[src/design/dhc_ftx_pkg.sv]
`default_nettype none

package dhc_ftx_pkg;

    localparam int unsigned DEF_MAX_PACKET_WORDS  = 16 * 1024 * 1024;
    localparam int unsigned DEF_HEADER_SKIP_WORDS = 5;

    localparam int unsigned WORD_W = 32;
    localparam int unsigned POS_W  = 25;

    localparam logic [WORD_W-1:0] MAGIC_WORD       = 32'hCAFE_BABE;
    localparam logic [3:0]        START_TYPE       = 4'hB;
    localparam logic [POS_W-1:0]  MIN_PACKET_WORDS = 25'd4;
    localparam logic [POS_W-1:0]  POS_MAX          = 25'h1FF_FFFF;

    typedef enum logic [2:0] {
        ST_FOUND      = 3'd0,
        ST_NO_START   = 3'd1,
        ST_BAD_MAGIC  = 3'd2,
        ST_BAD_LENGTH = 3'd3,
        ST_OVERRUN    = 3'd4,
        ST_BAD_SIZE   = 3'd5
    } status_t;

    typedef enum logic [7:0] {
        PH_SKIP   = 8'b0000_0001,
        PH_MAGIC  = 8'b0000_0010,
        PH_LENGTH = 8'b0000_0100,
        PH_IGN1   = 8'b0000_1000,
        PH_IGN2   = 8'b0001_0000,
        PH_BODY   = 8'b0010_0000,
        PH_START  = 8'b0100_0000,
        PH_TAIL   = 8'b1000_0000
    } phase_t;

    typedef struct packed {
        logic [WORD_W-1:0] data_word;
        logic [POS_W-1:0]  packet_words;
        logic              first_word;
        logic              last_word;
    } in_item_t;

    typedef struct packed {
        status_t           status;
        logic [WORD_W-1:0] trigger_number;
        logic [WORD_W-1:0] trigger_tag;
    } result_t;

endpackage

`default_nettype wire

[src/design/dhc_ftx_parser.sv]
`default_nettype none

module dhc_ftx_parser #(
    parameter int unsigned MAX_PACKET_WORDS  = dhc_ftx_pkg::DEF_MAX_PACKET_WORDS,
    parameter int unsigned HEADER_SKIP_WORDS = dhc_ftx_pkg::DEF_HEADER_SKIP_WORDS
) (
    input  wire logic                 aclk,
    input  wire logic                 aresetn,
    input  wire logic                 step,
    input  wire dhc_ftx_pkg::in_item_t item,
    output logic                      res_valid,
    output dhc_ftx_pkg::result_t      res
);
    import dhc_ftx_pkg::*;

    localparam logic [POS_W-1:0] SKIP_INIT = POS_W'(HEADER_SKIP_WORDS);
    localparam logic [POS_W-1:0] MAX_LEN   = POS_W'(MAX_PACKET_WORDS);

    logic [POS_W-1:0]  pos_reg, pos_next;
    logic [POS_W-1:0]  len_reg, len_next;
    phase_t            phase_reg, phase_next;
    logic [POS_W-1:0]  left_reg, left_next;
    logic [1:0]        bidx_reg, bidx_next;
    logic              parsable_reg, parsable_next;
    logic [WORD_W-1:0] ptrig_reg, ptrig_next;
    logic              done_reg, done_next;

    logic [POS_W-1:0]  pos;
    logic [WORD_W-1:0] w;
    logic [32:0]       ovr_lhs;
    logic [32:0]       ovr_rhs;
    logic [32:0]       len_round;
    logic [25:0]       pos_plus3;

    function automatic phase_t at_boundary(input logic [25:0] next_pos,
                                           input logic [POS_W-1:0] len);
        logic [26:0] end_pos;
        end_pos = {1'b0, next_pos} + 27'd4;
        return (end_pos <= 27'(len)) ? PH_MAGIC : PH_TAIL;
    endfunction

    assign w         = item.data_word;
    assign len_round = 33'(w) + 33'd3;

    always_comb begin
        pos           = pos_reg;
        len_next      = len_reg;
        phase_next    = phase_reg;
        left_next     = left_reg;
        bidx_next     = bidx_reg;
        parsable_next = parsable_reg;
        ptrig_next    = ptrig_reg;
        done_next     = done_reg;
        res_valid     = 1'b0;
        res           = '{status: ST_FOUND, trigger_number: '0, trigger_tag: '0};

        if (item.first_word) begin
            pos           = '0;
            len_next      = item.packet_words;
            done_next     = 1'b0;
            ptrig_next    = '0;
            bidx_next     = '0;
            parsable_next = 1'b0;
            left_next     = SKIP_INIT;
            phase_next    = (SKIP_INIT != '0) ? PH_SKIP : at_boundary(26'd0, item.packet_words);
            if (item.packet_words == '0 || item.packet_words > MAX_LEN ||
                item.packet_words < MIN_PACKET_WORDS) begin
                res_valid  = 1'b1;
                res.status = ST_BAD_SIZE;
                done_next  = 1'b1;
            end
        end

        pos_plus3 = {1'b0, pos} + 26'd3;
        ovr_lhs   = 33'({pos_plus3, 2'b00}) + 33'(w);
        ovr_rhs   = 33'({len_next, 2'b00});

        if (!done_next && pos < len_next) begin
            unique case (phase_next)
                PH_SKIP: begin
                    if (left_next != '0) begin
                        left_next = left_next - 1'b1;
                    end
                    if (left_next == '0) begin
                        phase_next = at_boundary({1'b0, pos} + 26'd1, len_next);
                    end
                end
                PH_MAGIC: begin
                    if (w != MAGIC_WORD) begin
                        res_valid  = 1'b1;
                        res.status = ST_BAD_MAGIC;
                        done_next  = 1'b1;
                    end else begin
                        phase_next = PH_LENGTH;
                    end
                end
                PH_LENGTH: begin
                    if (w == '0 || w[31]) begin
                        res_valid  = 1'b1;
                        res.status = ST_BAD_LENGTH;
                        done_next  = 1'b1;
                    end else if (ovr_lhs > ovr_rhs) begin
                        res_valid  = 1'b1;
                        res.status = ST_OVERRUN;
                        done_next  = 1'b1;
                    end else begin
                        parsable_next = (w[1:0] == 2'b00);
                        left_next     = len_round[26:2];
                        bidx_next     = 2'd0;
                        phase_next    = PH_IGN1;
                    end
                end
                PH_IGN1: begin
                    phase_next = PH_IGN2;
                end
                PH_IGN2: begin
                    phase_next = PH_BODY;
                end
                PH_BODY: begin
                    if (parsable_next && bidx_next == 2'd0 && w[14:11] == START_TYPE) begin
                        ptrig_next = {16'h0000, w[31:16]};
                        bidx_next  = 2'd1;
                        phase_next = PH_START;
                    end else begin
                        bidx_next = 2'd1;
                        if (left_next != '0) begin
                            left_next = left_next - 1'b1;
                        end
                        if (left_next == '0) begin
                            phase_next = at_boundary({1'b0, pos} + 26'd1, len_next);
                        end
                    end
                end
                PH_START: begin
                    if (bidx_next == 2'd1) begin
                        ptrig_next = ptrig_next | {w[15:0], 16'h0000};
                        bidx_next  = 2'd2;
                    end else if (bidx_next == 2'd2) begin
                        bidx_next = 2'd3;
                    end else begin
                        res_valid          = 1'b1;
                        res.status         = ST_FOUND;
                        res.trigger_number = ptrig_next;
                        res.trigger_tag    = {w[15:0], w[31:16]};
                        done_next          = 1'b1;
                    end
                end
                PH_TAIL: begin
                end
                default: begin
                end
            endcase
        end

        pos_next = (pos < POS_MAX) ? pos + 1'b1 : pos;

        if (item.last_word && !done_next) begin
            res_valid = 1'b1;
            done_next = 1'b1;
            if (phase_next == PH_START) begin
                res.status         = ST_FOUND;
                res.trigger_number = ptrig_next;
            end else begin
                res.status = ST_NO_START;
            end
        end
    end

    always_ff @(posedge aclk) begin
        if (!aresetn) begin
            pos_reg      <= '0;
            len_reg      <= '0;
            phase_reg    <= PH_SKIP;
            left_reg     <= '0;
            bidx_reg     <= '0;
            parsable_reg <= 1'b0;
            ptrig_reg    <= '0;
            done_reg     <= 1'b0;
        end else if (step) begin
            pos_reg      <= pos_next;
            len_reg      <= len_next;
            phase_reg    <= phase_next;
            left_reg     <= left_next;
            bidx_reg     <= bidx_next;
            parsable_reg <= parsable_next;
            ptrig_reg    <= ptrig_next;
            done_reg     <= done_next;
        end
    end

endmodule

`default_nettype wire

[src/design/dhc_ftx_out_stage.sv]
`default_nettype none

module dhc_ftx_out_stage (
    input  wire logic                 aclk,
    input  wire logic                 aresetn,
    input  wire logic                 load,
    input  wire dhc_ftx_pkg::result_t res_in,
    input  wire logic                 m_ready,
    output logic                      m_valid,
    output dhc_ftx_pkg::result_t      res_out,
    output logic                      can_take
);
    import dhc_ftx_pkg::*;

    logic    valid_reg;
    result_t res_reg;

    assign can_take = !valid_reg || m_ready;
    assign m_valid  = valid_reg;
    assign res_out  = res_reg;

    always_ff @(posedge aclk) begin
        if (!aresetn) begin
            valid_reg <= 1'b0;
        end else if (load) begin
            valid_reg <= 1'b1;
        end else if (m_ready) begin
            valid_reg <= 1'b0;
        end
    end

    always_ff @(posedge aclk) begin
        if (load) begin
            res_reg <= res_in;
        end
    end

endmodule

`default_nettype wire

[src/design/dhc_frame_trigger_extractor.sv]
`default_nettype none

// Channel   Direction  Ports
// -------   ---------  -----------------------------------------------------------
// s_        in         s_valid s_ready s_data_word s_packet_words s_first_word s_last_word
// m_        out        m_valid m_ready m_status m_trigger_number m_trigger_tag
//
// One item per cycle while the result register is not stalled; the parse state updates
// as an item leaves the input register, and any result it yields loads the result register.
// A result passes from the input register to the result register; zero or one result per item.
// Reset clears all control and parse state.
// A stalled result holds the next item in the input register; s_ready then drops.

module dhc_frame_trigger_extractor #(
    parameter int unsigned MAX_PACKET_WORDS  = dhc_ftx_pkg::DEF_MAX_PACKET_WORDS,
    parameter int unsigned HEADER_SKIP_WORDS = dhc_ftx_pkg::DEF_HEADER_SKIP_WORDS
) (
    input  wire logic        aclk,
    input  wire logic        aresetn,
    input  wire logic        s_valid,
    output logic             s_ready,
    input  wire logic [31:0] s_data_word,
    input  wire logic [24:0] s_packet_words,
    input  wire logic        s_first_word,
    input  wire logic        s_last_word,
    output logic             m_valid,
    input  wire logic        m_ready,
    output logic [2:0]       m_status,
    output logic [31:0]      m_trigger_number,
    output logic [31:0]      m_trigger_tag
);
    import dhc_ftx_pkg::*;

    logic     in_valid_reg;
    in_item_t in_item_reg;
    logic     advance;
    logic     can_take;
    logic     res_valid;
    result_t  res;
    result_t  res_out;

    assign advance = in_valid_reg && can_take;
    assign s_ready = !in_valid_reg || advance;

    always_ff @(posedge aclk) begin
        if (!aresetn) begin
            in_valid_reg <= 1'b0;
        end else if (s_valid && s_ready) begin
            in_valid_reg <= 1'b1;
        end else if (advance) begin
            in_valid_reg <= 1'b0;
        end
    end

    always_ff @(posedge aclk) begin
        if (s_valid && s_ready) begin
            in_item_reg <= '{data_word: s_data_word, packet_words: s_packet_words,
                             first_word: s_first_word, last_word: s_last_word};
        end
    end

    dhc_ftx_parser #(
        .MAX_PACKET_WORDS (MAX_PACKET_WORDS),
        .HEADER_SKIP_WORDS(HEADER_SKIP_WORDS)
    ) u_parser (
        .aclk     (aclk),
        .aresetn  (aresetn),
        .step     (advance),
        .item     (in_item_reg),
        .res_valid(res_valid),
        .res      (res)
    );

    dhc_ftx_out_stage u_out (
        .aclk    (aclk),
        .aresetn (aresetn),
        .load    (advance && res_valid),
        .res_in  (res),
        .m_ready (m_ready),
        .m_valid (m_valid),
        .res_out (res_out),
        .can_take(can_take)
    );

    assign m_status         = res_out.status;
    assign m_trigger_number = res_out.trigger_number;
    assign m_trigger_tag    = res_out.trigger_tag;

    a_fields_zero_unless_found: assert property (@(posedge aclk) disable iff (!aresetn)
        (m_valid && m_status != ST_FOUND) |-> (m_trigger_number == '0 && m_trigger_tag == '0))
        else $error("trigger fields nonzero on error status");

    a_result_needs_item: assert property (@(posedge aclk) disable iff (!aresetn)
        $rose(m_valid) |-> $past(in_valid_reg))
        else $error("result without a buffered item");

    a_ready_when_out_free: assert property (@(posedge aclk) disable iff (!aresetn)
        (in_valid_reg && !m_valid) |-> s_ready)
        else $error("input stalled while result register is free");

endmodule

`default_nettype wire

[config.mk]
export PLATFORM = sky130hd
export DESIGN_NAME = dhc_frame_trigger_extractor
export DESIGN_NICKNAME = d
export VERILOG_FILES = /design/src/design/dhc_ftx_pkg.sv /design/src/design/dhc_ftx_parser.sv /design/src/design/dhc_ftx_out_stage.sv /design/src/design/dhc_frame_trigger_extractor.sv
export SDC_FILE = /design/constraint.sdc
export NUM_CORES = 1
export LEC_CHECK = 0
export ABC_CLOCK_PERIOD_IN_PS = 26600
export BUFFER_PORTS_ARGS = -buffer_cell sky130_fd_sc_hd__buf_2
export CORE_MARGIN = 3
export CORE_UTILIZATION = 47
export DETAILED_ROUTE_END_ITERATION = 8
export PLACE_DENSITY_LB_ADDON = 0.08
export SYNTH_ARGS = -nofsm -noshare
export SYNTH_HDL_FRONTEND = slang
export SYNTH_SLANG_ARGS = --single-unit
[constraint.sdc]
create_clock -name aclk -period 26.6 [get_ports aclk]
set_input_delay 2.66 -clock aclk [delete_from_list [all_inputs] [get_ports aclk]]
set_output_delay 2.66 -clock aclk [all_outputs]
set_load 0.005 [all_outputs]
==> impl_metrics.toml <==
[floorplanning]
rows = 67
die_x_um = 192.3
die_h_um = 192.3
die_area_um2 = 36970
initial_core_util_pct = 48.15
core_area_um2 = 33870
pin_count = 132

[yosys]
ys_seq_area_share_pct = 38.05
ys_types = 91
synth_fp_nets = 1974
syn_area_per_cell_um2 = 9.060
yosys_most_used_dff = "edfxtp_1"
synth-async-reset-ratio_pct = 0
syn_inst = 1800
ys_ff_latch = 247
yosys_warnings = 0
synth_edf_count = 126
synth_area_um2 = 16310

[clock_network]
ctsHtreeMaxLevel = 1
cts_buffers = 28
cts_sinks = 247
cts_tree = "yes"
cts_root_buf = "clkbuf_16"
cts.repair.resized = 0
path_clk_slew_ns = 0.06
clockBufferDepth = 3
hold_buffers = 0
clock_latency_ns = 0.58
cts_setup_buffers = 0

[placement]
pre_cts_ws_ns = 17.04
dp.cells = 2291
dp_hpwl_um = 40880
port_buffers = 131
gp_congestion = 0.9850

[sta]
final.setup_skew_ns = 0.01920
maxSlewHeadroom_pct = 16.66
tns_ns = 0
period_share_pct = 36.55
max_freq_mhz = 102.9
fin_ws_ns = 16.88
worst_pin_slew_ns = 1.243
finalMaxSlewViolations = 0
setup_violations = 0
rsz0062_at_grt = "false"
period_needed_ns = 9.722
hold_viol = 0

[pwr]
power.density_nw_per_um2 = 52.44
irDropWorstVdd_v = 0.00005224
p_leak_nw = 7.367

[critical_path]
crit_buf_inv = 3
endpoint_kind = "flop"
critical_path.max_stage_delay_ns = 0.89
r2r_slack_ns = 16.88
cp_max_fo = 54
critPathLaunchType = "flop"
worstPathRequired_ns = 26.87
crit_top_cell = "buf_4"
slowest_stage = "nor4_1"
critical_path_class = "flop to flop"
cpLargestDelayFamily = "simple AND/OR/NAND/NOR gates"
critPathArrivalTime_ns = 9.99

[worst_hold_path]
hold_path_class = "flop to flop"

[global_route]
grtUsageTotal_pct = 29.58
grt_pass1_wl_um = 83150
antenna_found_initial = 4
overflow = 0
grt_start_max_net_pins = 69
grt_pass1_vias = 13720

[routing]
drtIter0Drc = 1273
wl_um = 55420
detail_route.wl_per_cell_um = 23.63
via_per_inst = 6.161
drt_first_pass_iters = 5
drc = 0
vias = 14450
ant_nets = 0

[layout]
largest_reg_flops = 67
stdcell_count = 2345
layout.nets = 2047
drive_gt1_share_pct = 12.35
utilization_pct = 53.68
syn2layout_area_growth_pct = 11.49

[status]
status = "complete, no violations"

[run]
max_cap_violations = 0
## where the power goes
group | internal (W) | switching [W] | total (W)
sequential | 0.000412 | 0.0000176 | 0.000430
combinational | 0.0000484 | 0.0000855 | 0.000134
clock | 0.000226 | 0.000163 | 0.000390
## synthesized netlist by cell type, types with 50 or more instances
library cell	instances	area (um2)
edfxtp_1	126	3784
nand2_1	198	743.2
nor2_1	111	416.7
nor3_1	54	270.3
nor2b_1	78	488.0
xor2_1	50	437.9
ha_1	110	1376
a21oi_1	87	435.4
clkbuf_1	84	315.3
nand3_1	61	305.3
xnor2_1	68	595.6
o21ai_0	91	455.4
and2_1	53	331.6
dfxtp_1	121	2422
## cells by family after synthesis
logic type | count (synthesis) | share of synthesized area [%]
adder cells (fa/ha/maj) | 111 | 8.562
AND/OR/NAND/NOR | 709 | 22.36
AO/OA/AOI/OAI | 437 | 18.89
multiplexers | 34 | 2.102
buffers and inverters | 144 | 3.698
XOR/XNOR | 118 | 6.337
flip-flops | 247 | 38.05
## layout make-up
class                      count  area (um2)
fill                        3137       15690
multi-input combinational   1409        9543
sequential                   247        6206
timing repair buffer         152       815.8
clock buffer                  37       744.5
tap                          448       560.5
clock inverter                15       175.2
inverter                      35       131.4
antenna                        2       5.005
## per-stage QoR
step                      total power, W  hold slack (ns)  area, um2
after CTS                      0.0009586           0.4698      18180
after detailed placement       0.0005689           0.4614      17260
after floorplan                0.0005223           0.4410      16310
final                          0.0009534           0.4663      18180
after global routing           0.0009905           0.5124      18180
after global placement         0.0005673           0.4556      17260
## final timing paths
path / to / from / depth (start not counted)
min: u_parser.len_reg[0] / u_parser.len_reg[0] / 2
min reg2reg: u_parser.len_reg[0] / u_parser.len_reg[0] / 2
max reg2reg: u_out.res_out[4] / in_item_reg[1] / 32
max: u_out.res_out[4] / in_item_reg[1] / 32
## routing by layer
metal,vias to the layer above,routed length [um],global-route usage (%)
met5,-,0,0
met4,0,2749,13.37
met3,135,3766,4.015
met2,610,26200,49.24
met1,6917,22710,38.34
li1,6786,-,-
## tightest hold or removal path: cells and delay by family (launching register included)
family / cells / cell delay [ns]
AOI/OAI and AO/OA: 1 / 0.06
DFF: 1 / 0.31
and+or+nand+nor: 1 / 0.05
## cell usage in the layout (no fill, tap or decap), types with 23 or more instances in the layout
cell type  instances
xnor2_1           68
o211a_1           27
clkbuf_16         28
nand3_1           61
nor4_1            29
nand4_1           36
nand2_1          198
ha_1             110
a22oi_1           32
a22o_1            41
buf_2            130
mux2i_1           32
and2_1            52
nor2_1           109
and3_1            23
nor3_1            53
nor2b_1           77
a21oi_1           87
o21ai_0           90
dfxtp_1          121
edfxtp_1         126
inv_1             34
xor2_1            50
(Power assumes the default switching activity.)
